$ cat src/sv/uart8e_pkg.sv
// Package for the 8N1 serial transceiver with echo.
// Holds reset values, echo control codes and the receiver/transmitter phase types.
// No dependencies.
package uart8e_pkg;

  localparam int unsigned DATA_BITS_DEF = 8;
  localparam int unsigned PERIOD_W      = 16;
  localparam int unsigned BYTE_W        = 8;

  localparam logic [PERIOD_W-1:0] BIT_PERIOD_RST = 16'd868;
  localparam logic [PERIOD_W-1:0] MIN_PERIOD     = 16'd4;

  // received codes that switch echo mode
  localparam logic [BYTE_W-1:0] ECHO_ON_BYTE  = 8'h05;
  localparam logic [BYTE_W-1:0] ECHO_OFF_BYTE = 8'h06;

  typedef enum logic [1:0] {
    RX_IDLE = 2'd0,
    RX_DATA = 2'd1,
    RX_STOP = 2'd2
  } rx_phase_t;

  typedef enum logic [1:0] {
    TX_IDLE  = 2'd0,
    TX_START = 2'd1,
    TX_DATA  = 2'd2,
    TX_STOP  = 2'd3
  } tx_phase_t;

endpackage

$ cat src/sv/uart_8n1_with_echo_core.sv
// Top level of the 8N1 serial transceiver with echo mode.
// Depends on uart8e_pkg (constants, phase types).
//
// Usage:
//   Each word on the in_ channel is one clock tick of the serial line: the
//   sampled receive level plus an optional host send request. Each tick gives
//   exactly one word on the out_ channel: transmit level, received byte
//   strobe and data, send acknowledge, busy and echo flags.
//   Both channels use valid/stall; a word moves when valid is high and stall
//   is low. cfg_ sets bit_period (ticks per serial bit, values below 4 act
//   as 4); cfg_ready is always high, and writes belong in idle periods.
// Datapath: a word waits in the input register, the tick is evaluated and
//   the result lands in the output register, from which it is offered.
// Throughput: one word per cycle while the output is not stalled. The tick
//   logic (a 17-bit and a 16-bit decrement and compare for the two timers,
//   one-bit shifts) fits between the input and output registers, so nothing iterates.
// Reset (rst_n low, synchronous): both channels empty, receiver and
//   transmitter idle, echo off, bit_period back to 868.
// Receiver stall: the output register holds its word; once the input register
//   holds a word, in_stall rises in the same cycle as out_stall, so no tick
//   is lost and the serial state does not advance.
module uart_8n1_with_echo_core #(
  parameter int unsigned DATA_BITS = uart8e_pkg::DATA_BITS_DEF
) (
  input  logic        clk,
  input  logic        rst_n,
  // tick input
  input  logic        in_valid,
  output logic        in_stall,
  input  logic        in_rx_level,
  input  logic        in_send_valid,
  input  logic [7:0]  in_send_byte,
  // tick result
  output logic        out_valid,
  input  logic        out_stall,
  output logic        out_tx_level,
  output logic        out_rx_valid,
  output logic [7:0]  out_rx_byte,
  output logic        out_send_accepted,
  output logic        out_tx_busy,
  output logic        out_echo_enabled,
  // configuration
  input  logic        cfg_valid,
  output logic        cfg_ready,
  input  logic [15:0] cfg_bit_period
);

  localparam int unsigned CNT_W = $clog2(DATA_BITS + 1);
  localparam int unsigned PW    = uart8e_pkg::PERIOD_W;
  localparam int unsigned RTW   = PW + 1;  // rx timer holds 1.5 periods

  // ---------------------------------------------------------------------
  // configuration
  // ---------------------------------------------------------------------
  logic [PW-1:0] bit_period_r;
  logic [PW-1:0] period;

  assign cfg_ready = 1'b1;

  always_ff @(posedge clk) begin
    if (!rst_n) begin
      bit_period_r <= uart8e_pkg::BIT_PERIOD_RST;
    end else if (cfg_valid && cfg_ready) begin
      bit_period_r <= cfg_bit_period;
    end
  end

  assign period = (bit_period_r < uart8e_pkg::MIN_PERIOD) ? uart8e_pkg::MIN_PERIOD
                                                          : bit_period_r;

  // ---------------------------------------------------------------------
  // input register and pipeline control
  // ---------------------------------------------------------------------
  logic       in_vld_r;
  logic       rx_level_r;
  logic       send_valid_r;
  logic [7:0] send_byte_r;
  logic       out_valid_r;
  logic       advance;

  // tick is evaluated when the input register holds a word and the
  // output register is free or draining
  assign advance  = in_vld_r && (!out_valid_r || !out_stall);
  assign in_stall = in_vld_r && !advance;

  always_ff @(posedge clk) begin
    if (!rst_n) begin
      in_vld_r <= 1'b0;
    end else if (!in_stall) begin
      in_vld_r <= in_valid;
    end
  end

  always_ff @(posedge clk) begin
    if (in_valid && !in_stall) begin
      rx_level_r   <= in_rx_level;
      send_valid_r <= in_send_valid;
      send_byte_r  <= in_send_byte;
    end
  end

  // ---------------------------------------------------------------------
  // serial state
  // ---------------------------------------------------------------------
  uart8e_pkg::rx_phase_t rx_phase_r, rx_phase_nxt;
  logic [RTW-1:0]        rx_timer_r, rx_timer_nxt;
  logic [CNT_W-1:0]      rx_bit_count_r, rx_bit_count_nxt;
  logic [DATA_BITS-1:0]  rx_shift_r, rx_shift_nxt;
  uart8e_pkg::tx_phase_t tx_phase_r, tx_phase_nxt;
  logic [PW-1:0]         tx_timer_r, tx_timer_nxt;
  logic [CNT_W-1:0]      tx_bit_count_r, tx_bit_count_nxt;
  logic [DATA_BITS-1:0]  tx_shift_r, tx_shift_nxt;
  logic                  echo_on_r, echo_on_nxt;
  logic                  echo_pending_r, echo_pending_nxt;
  logic [DATA_BITS-1:0]  echo_hold_r, echo_hold_nxt;

  // receiver results handed to the transmitter within the same tick
  logic                  rx_done;
  logic                  pend_mid;
  logic [DATA_BITS-1:0]  hold_mid;
  logic                  send_taken;
  logic [RTW-1:0]        start_wait;   // 1.5 bit periods
  logic [CNT_W-1:0]      rx_cnt_inc;
  logic [CNT_W-1:0]      tx_cnt_inc;

  assign start_wait = {1'b0, period} + {2'b00, period[PW-1:1]};
  assign rx_cnt_inc = rx_bit_count_r + 1'b1;
  assign tx_cnt_inc = tx_bit_count_r + 1'b1;

  // ---- receiver next state ----
  always_comb begin
    rx_phase_nxt     = rx_phase_r;
    rx_timer_nxt     = rx_timer_r;
    rx_bit_count_nxt = rx_bit_count_r;
    rx_shift_nxt     = rx_shift_r;
    echo_on_nxt      = echo_on_r;
    pend_mid         = echo_pending_r;
    hold_mid         = echo_hold_r;
    rx_done          = 1'b0;
    case (rx_phase_r)
      uart8e_pkg::RX_DATA: begin
        if (rx_timer_r > RTW'(1)) begin
          rx_timer_nxt = rx_timer_r - 1'b1;
        end else begin
          // LSB first: new bit enters at the top
          rx_shift_nxt     = {rx_level_r, rx_shift_r[DATA_BITS-1:1]};
          rx_bit_count_nxt = rx_cnt_inc;
          rx_timer_nxt     = {1'b0, period};
          if (rx_cnt_inc >= CNT_W'(DATA_BITS)) begin
            rx_phase_nxt = uart8e_pkg::RX_STOP;
          end
        end
      end
      uart8e_pkg::RX_STOP: begin
        if (rx_timer_r > RTW'(1)) begin
          rx_timer_nxt = rx_timer_r - 1'b1;
        end else begin
          rx_done = 1'b1;
          if (echo_on_r) begin
            pend_mid = 1'b1;   // overwrites an echo still waiting
            hold_mid = rx_shift_r;
          end
          if (rx_shift_r == DATA_BITS'(uart8e_pkg::ECHO_ON_BYTE)) begin
            echo_on_nxt = 1'b1;
          end
          if (rx_shift_r == DATA_BITS'(uart8e_pkg::ECHO_OFF_BYTE)) begin
            echo_on_nxt = 1'b0;
          end
          rx_phase_nxt     = uart8e_pkg::RX_IDLE;
          rx_timer_nxt     = '0;
          rx_bit_count_nxt = '0;
        end
      end
      default: begin
        // idle, and the unused phase code
        rx_phase_nxt = uart8e_pkg::RX_IDLE;
        if (!rx_level_r) begin
          rx_phase_nxt     = uart8e_pkg::RX_DATA;
          rx_timer_nxt     = start_wait;
          rx_bit_count_nxt = '0;
          rx_shift_nxt     = '0;
        end
      end
    endcase
  end

  // ---- transmitter next state ----
  always_comb begin
    tx_phase_nxt     = tx_phase_r;
    tx_timer_nxt     = tx_timer_r;
    tx_bit_count_nxt = tx_bit_count_r;
    tx_shift_nxt     = tx_shift_r;
    echo_pending_nxt = pend_mid;
    echo_hold_nxt    = hold_mid;
    send_taken       = 1'b0;

    // advance the running frame
    if (tx_phase_r != uart8e_pkg::TX_IDLE) begin
      if (tx_timer_r > PW'(1)) begin
        tx_timer_nxt = tx_timer_r - 1'b1;
      end else begin
        case (tx_phase_r)
          uart8e_pkg::TX_START: begin
            tx_phase_nxt     = uart8e_pkg::TX_DATA;
            tx_bit_count_nxt = '0;
            tx_timer_nxt     = period;
          end
          uart8e_pkg::TX_DATA: begin
            tx_shift_nxt     = tx_shift_r >> 1;
            tx_bit_count_nxt = tx_cnt_inc;
            tx_timer_nxt     = period;
            if (tx_cnt_inc >= CNT_W'(DATA_BITS)) begin
              tx_phase_nxt = uart8e_pkg::TX_STOP;
            end
          end
          default: begin
            tx_phase_nxt = uart8e_pkg::TX_IDLE;
            tx_timer_nxt = '0;
          end
        endcase
      end
    end

    // start a frame on the same tick the line becomes free; echo first
    if (tx_phase_nxt == uart8e_pkg::TX_IDLE) begin
      if (pend_mid) begin
        tx_shift_nxt     = hold_mid;
        echo_pending_nxt = 1'b0;
        tx_phase_nxt     = uart8e_pkg::TX_START;
        tx_timer_nxt     = period;
        tx_bit_count_nxt = '0;
      end else if (send_valid_r) begin
        tx_shift_nxt     = DATA_BITS'(send_byte_r);
        send_taken       = 1'b1;
        tx_phase_nxt     = uart8e_pkg::TX_START;
        tx_timer_nxt     = period;
        tx_bit_count_nxt = '0;
      end
    end
  end

  always_ff @(posedge clk) begin
    if (!rst_n) begin
      rx_phase_r     <= uart8e_pkg::RX_IDLE;
      rx_timer_r     <= '0;
      rx_bit_count_r <= '0;
      rx_shift_r     <= '0;
      tx_phase_r     <= uart8e_pkg::TX_IDLE;
      tx_timer_r     <= '0;
      tx_bit_count_r <= '0;
      tx_shift_r     <= '0;
      echo_on_r      <= 1'b0;
      echo_pending_r <= 1'b0;
      echo_hold_r    <= '0;
    end else if (advance) begin
      rx_phase_r     <= rx_phase_nxt;
      rx_timer_r     <= rx_timer_nxt;
      rx_bit_count_r <= rx_bit_count_nxt;
      rx_shift_r     <= rx_shift_nxt;
      tx_phase_r     <= tx_phase_nxt;
      tx_timer_r     <= tx_timer_nxt;
      tx_bit_count_r <= tx_bit_count_nxt;
      tx_shift_r     <= tx_shift_nxt;
      echo_on_r      <= echo_on_nxt;
      echo_pending_r <= echo_pending_nxt;
      echo_hold_r    <= echo_hold_nxt;
    end
  end

  // ---------------------------------------------------------------------
  // result word
  // ---------------------------------------------------------------------
  logic       tx_level_nxt;
  logic       tx_busy_nxt;
  logic [7:0] rx_byte_nxt;

  always_comb begin
    case (tx_phase_nxt)
      uart8e_pkg::TX_START: tx_level_nxt = 1'b0;
      uart8e_pkg::TX_DATA:  tx_level_nxt = tx_shift_nxt[0];
      default:              tx_level_nxt = 1'b1;
    endcase
    tx_busy_nxt = (tx_phase_nxt != uart8e_pkg::TX_IDLE) || echo_pending_nxt;
    rx_byte_nxt = rx_done ? 8'(rx_shift_r) : 8'h00;
  end

  logic       out_tx_level_r;
  logic       out_rx_valid_r;
  logic [7:0] out_rx_byte_r;
  logic       out_send_accepted_r;
  logic       out_tx_busy_r;
  logic       out_echo_enabled_r;

  always_ff @(posedge clk) begin
    if (!rst_n) begin
      out_valid_r <= 1'b0;
    end else begin
      out_valid_r <= advance || (out_valid_r && out_stall);
    end
  end

  always_ff @(posedge clk) begin
    if (advance) begin
      out_tx_level_r      <= tx_level_nxt;
      out_rx_valid_r      <= rx_done;
      out_rx_byte_r       <= rx_byte_nxt;
      out_send_accepted_r <= send_taken;
      out_tx_busy_r       <= tx_busy_nxt;
      out_echo_enabled_r  <= echo_on_nxt;
    end
  end

  assign out_valid         = out_valid_r;
  assign out_tx_level      = out_tx_level_r;
  assign out_rx_valid      = out_rx_valid_r;
  assign out_rx_byte       = out_rx_byte_r;
  assign out_send_accepted = out_send_accepted_r;
  assign out_tx_busy       = out_tx_busy_r;
  assign out_echo_enabled  = out_echo_enabled_r;

  // ---------------------------------------------------------------------
  // assertions
  // ---------------------------------------------------------------------
  // an idle transmitter always picks up a waiting echo in the same tick
  a_echo_drained: assert property (@(posedge clk) disable iff (!rst_n)
    (advance && tx_phase_r == uart8e_pkg::TX_IDLE) |=> !echo_pending_r)
    else $error("echo left pending behind an idle transmitter");

  // a taken host send leaves the transmitter busy
  a_accept_busy: assert property (@(posedge clk) disable iff (!rst_n)
    (out_valid_r && out_send_accepted_r) |-> out_tx_busy_r)
    else $error("send accepted but transmitter not busy");

  // received byte field is zero outside its strobe
  a_rx_byte_zero: assert property (@(posedge clk) disable iff (!rst_n)
    (out_valid_r && !out_rx_valid_r) |-> (out_rx_byte_r == 8'h00))
    else $error("rx byte nonzero without strobe");

  // bit counters stay within the frame
  a_rx_count: assert property (@(posedge clk) disable iff (!rst_n)
    rx_bit_count_r <= CNT_W'(DATA_BITS))
    else $error("rx bit count overflow");

  a_tx_count: assert property (@(posedge clk) disable iff (!rst_n)
    (tx_phase_r == uart8e_pkg::TX_DATA) |-> (tx_bit_count_r < CNT_W'(DATA_BITS)))
    else $error("tx bit count overflow in data phase");

  // a stalled result holds until taken
  a_out_hold: assert property (@(posedge clk) disable iff (!rst_n)
    (out_valid_r && out_stall) |=> (out_valid_r && $stable(out_tx_level_r)))
    else $error("stalled result changed");

endmodule

$ cat config.mk
export PLATFORM = sky130hd
export DESIGN_NAME = uart_8n1_with_echo_core
export DESIGN_NICKNAME = d
export VERILOG_FILES = /design/src/sv/uart8e_pkg.sv /design/src/sv/uart_8n1_with_echo_core.sv
export SDC_FILE = /design/constraint.sdc
export NUM_CORES = 1
export LEC_CHECK = 0
export BUFFER_PORTS_ARGS = -buffer_cell sky130_fd_sc_hd__buf_2
export CAP_MARGIN = 20
export CORE_ASPECT_RATIO = 1.75
export CORE_MARGIN = 2
export CORE_UTILIZATION = 55
export DETAILED_ROUTE_END_ITERATION = 8
export MAX_ROUTING_LAYER = met4
export PLACE_DENSITY = 0.74
export SLEW_MARGIN = 20
export SYNTH_ARGS = -nofsm -noshare
export SYNTH_HDL_FRONTEND = slang
export SYNTH_SLANG_ARGS = --single-unit
$ cat constraint.sdc
create_clock -name clk -period 3.25 [get_ports clk]
set_input_delay 0.325 -clock clk [delete_from_list [all_inputs] [get_ports clk]]
set_output_delay 0.325 -clock clk [all_outputs]
set_load 0.005 [all_outputs]
==> reports/metrics.yaml <==
place:
  dp.cells: 951
  globalplace.congestion: 0.924
  io_buffers: 45
  placed_cell_area_um2: 7130
  dp_hpwl_mm: 13.0
power:
  power_frac_comb: 0.234
  leakagePower_nw: 3.02
  clock_power_share: 0.313
  internal_power_w: 0.00234
  seq_power_share: 0.453
  vdd_drop_max_mv: 0.340
  p_switching_w: 0.00106
  p_sw_frac: 0.312
  power.density_nw_per_um2: 449
sta:
  hold_slack_ps: 144
  fin_crit_sh: 0.984
  fmax_ghz: 0.313
  slew_viol_final: 0
  finalClockSkew_ps: 7.17
  worst_pin_slew_ps: 1030
  final_hold_viol_count: 0
  relSlewSlack: 0.309
  final.min_clock_period_ps: 3200
  final-setup-viol-count: 0
  rsz0062_at_grt: "yes"
finish:
  seq_area_um2: 2470
  diodes: 0
  layout-drive-gt1-share: 0.178
  fin_area_um2: 7560
  layout_common_cells: "dfxtp_1, nand2_1, nor2_1, o21ai_0, a21oi_1"
  multiInputGateArea_um2: 3960
  fin_cells: 973
  final_common_cell: "dfxtp_1"
  n_fill_cell: 1018
  layout.nets: 889
  area_growth_pct: 13.9
detailed_routing:
  wire_per_inst_um: 18.3
  num_vias: 5985
  drc: 0
  antenna_left: 0
  wirelength_mm: 17.8
  drt_iter0_drc: 357
  avgViaCountPerCell: 6.15
  first_pass_iters: 5
clock_tree:
  cts_root_buffer: "clkbuf_16"
  clk_latency_ps: 350
  htree_levels: 3
  cts_tree: "done"
  cts_buffer_depth: 2
  cts_made_buffers: 9
  holdBufCountCts: 0
  clk_pin_slew_ps: 70
  clock_sinks: 112
global_routing:
  grt_overflow: 0
  track_usage: 0.283
  use_met3: 0.0338
  met2_usage: 0.503
  grt_pass1_vias: 5900
  use_met1: 0.298
  grt_pass1_wl_mm: 28.3
  grt_max_degree: 68
  top_usage_layer: "met2"
  grt_antenna_before_repair: 0
synthesis:
  ys_seq_area_frac: 0.373
  synthDistinctLibCells: 69
  synth-edff-count: 23
  synth_area_um2: 6630
  yosys_register_bits: 112
  ys_warn_count: 0
  synthFlopType: "dfxtp_1"
  postSynthCellCount: 781
  synthArstFlopShare: 0
  syn_area_per_cell_um2: 8.49
  syn_nets: 839
worst_setup_path:
  critPathArrivalTime_ps: 3440
  critPathCaptureType: "register"
  crit_start: "bit_period_r[14]"
  cpPeakStageDelay_ps: 440
  timing.rr.end: "rx_timer_r[14]"
  critPathLaunchType: "register"
  cp.required_ps: 3490
  worstSetupPathType: "reg2reg"
  worstPathMaxFanout: 4
  path_cells: "inv_2 -> ha_1 -> nor4b_4 -> nand4_1 -> buf_4 -> nor2b_4 -> inv_2 -> ha_4 -> nor2b_4 -> or4_4 -> nand3_4 -> a21oi_4 -> o41ai_2 -> buf_4 -> o31ai_1 -> o2111ai_1 -> nand3_1"
  rrSetupSlack_ps: 50
  r2r-start: "bit_period_r[14]"
  crit_slowest_cell: "or4_4"
  reg2regPathDepth: 17
worst_hold_path:
  hold-path-cell-count: 1
  hold_path.class: "in2reg"
  hold_end: "send_byte_r[3]"
  hp-start: "in_send_byte[3]"
run:
  drv_cap: 0
die:
  die_h_um: 149
  rows: 53
  core_area_um2: 11900
  die_area_um2: 13000
  start_util: 0.559
  die_x_um: 87.0
  pin_count: 47
outcome:
  outcome: "completed"
Yosys cell counts, types with 14 or more instances:
cell,count,area share
a21oi_1,51,0.038
a221oi_1,14,0.018
a22oi_1,14,0.016
clkbuf_1,44,0.025
dfxtp_1,89,0.27
edfxtp_1,23,0.10
ha_1,26,0.049
inv_1,23,0.013
mux2i_1,31,0.047
nand2_1,74,0.042
nand3_1,19,0.014
nor2_1,64,0.036
nor2b_1,33,0.031
nor3_1,15,0.011
o21ai_0,65,0.049
xnor2_1,23,0.030
xor2_1,16,0.021
flip-flops by register name, summed over array words and instances (netlist names), 2 cells and up:
name,cells
rx_shift_r,8
rx_bit_count_r,4
out_rx_byte,8
send_byte_r,8
bit_period_r,16
tx_timer_r,16
rx_timer_r,17
tx_bit_count_r,4
tx_phase_r,2
echo_hold_r,8
tx_shift_r,8
rx_phase_r,2
logic make-up after synthesis:
family,after synthesis,synth area share
mux,32,0.0485
other cells,1,0.000565
xor+xnor,39,0.0515
simple gates,287,0.226
compound gates,208,0.202
buf+inv,75,0.0468
flops,112,0.373
fa+ha+maj,27,0.0521
power by group through the flow:
stage	registers [W]	clock network (W)	logic (W)
after global placement	0.00156	0	0.000744
after floorplan	0.00156	0	0.000542
after global routing	0.00154	0.00114	0.000869
after detailed placement	0.00156	0	0.000761
after CTS	0.00153	0.00110	0.000774
final	0.00154	0.00106	0.000795
critical path, delay by kind of cell, from the launching register on:
| kind | cells | cell delay (ps) |
|---|---|---|
| flip-flops | 1 | 320 |
| AO/OA/AOI/OAI | 4 | 540 |
| buffers and inverters | 4 | 540 |
| AND/OR/NAND/NOR | 7 | 1330 |
| adder cells (fa/ha/maj) | 2 | 350 |
metrics by stage:
| step | power (W) | setup WS (ps) | util | TNS [ps] |
|---|---|---|---|---|
| 3_3_place_gp | 0.00231 | -77.2 | 0.600 | -144 |
| 6_report | 0.00339 | 50.8 | 0.637 | 0 |
| 3_5_place_dp | 0.00233 | -222 | 0.600 | -594 |
| 4_1_cts | 0.00340 | 37.5 | 0.629 | 0 |
| 2_1_floorplan | 0.00210 | 16.6 | - | 0 |
| 5_1_grt | 0.00355 | -147 | 0.637 | -459 |
worst max path at each step:
stage | to
floorplan | rx_timer_r[14]
global placement | rx_timer_r[14]
detailed placement | rx_timer_r[14]
CTS | rx_timer_r[14]
global route | rx_timer_r[14]
finish | rx_timer_r[14]
area by class of cell:
class	instances	area share
well taps	137	0.0227
inverters	23	0.0114
flip-flops and latches	112	0.327
repair buffers	91	0.0771
clock buffers	10	0.0303
multi-input cells	594	0.524
clock inverters	6	0.00728
repair_timing:
item	in CTS	in global routing
setup buffers	2	4
pin swaps	3	4
endpoints found under the setup margin	5	11
resized for setup	7	17
layer usage:
layer  vias up  wire length (um)
met5         -                 0
met4         0               855
met3        59               533
met2       171              9760
met1      2840              6630
li1       2915                 -
(Power assumes the default switching activity.)
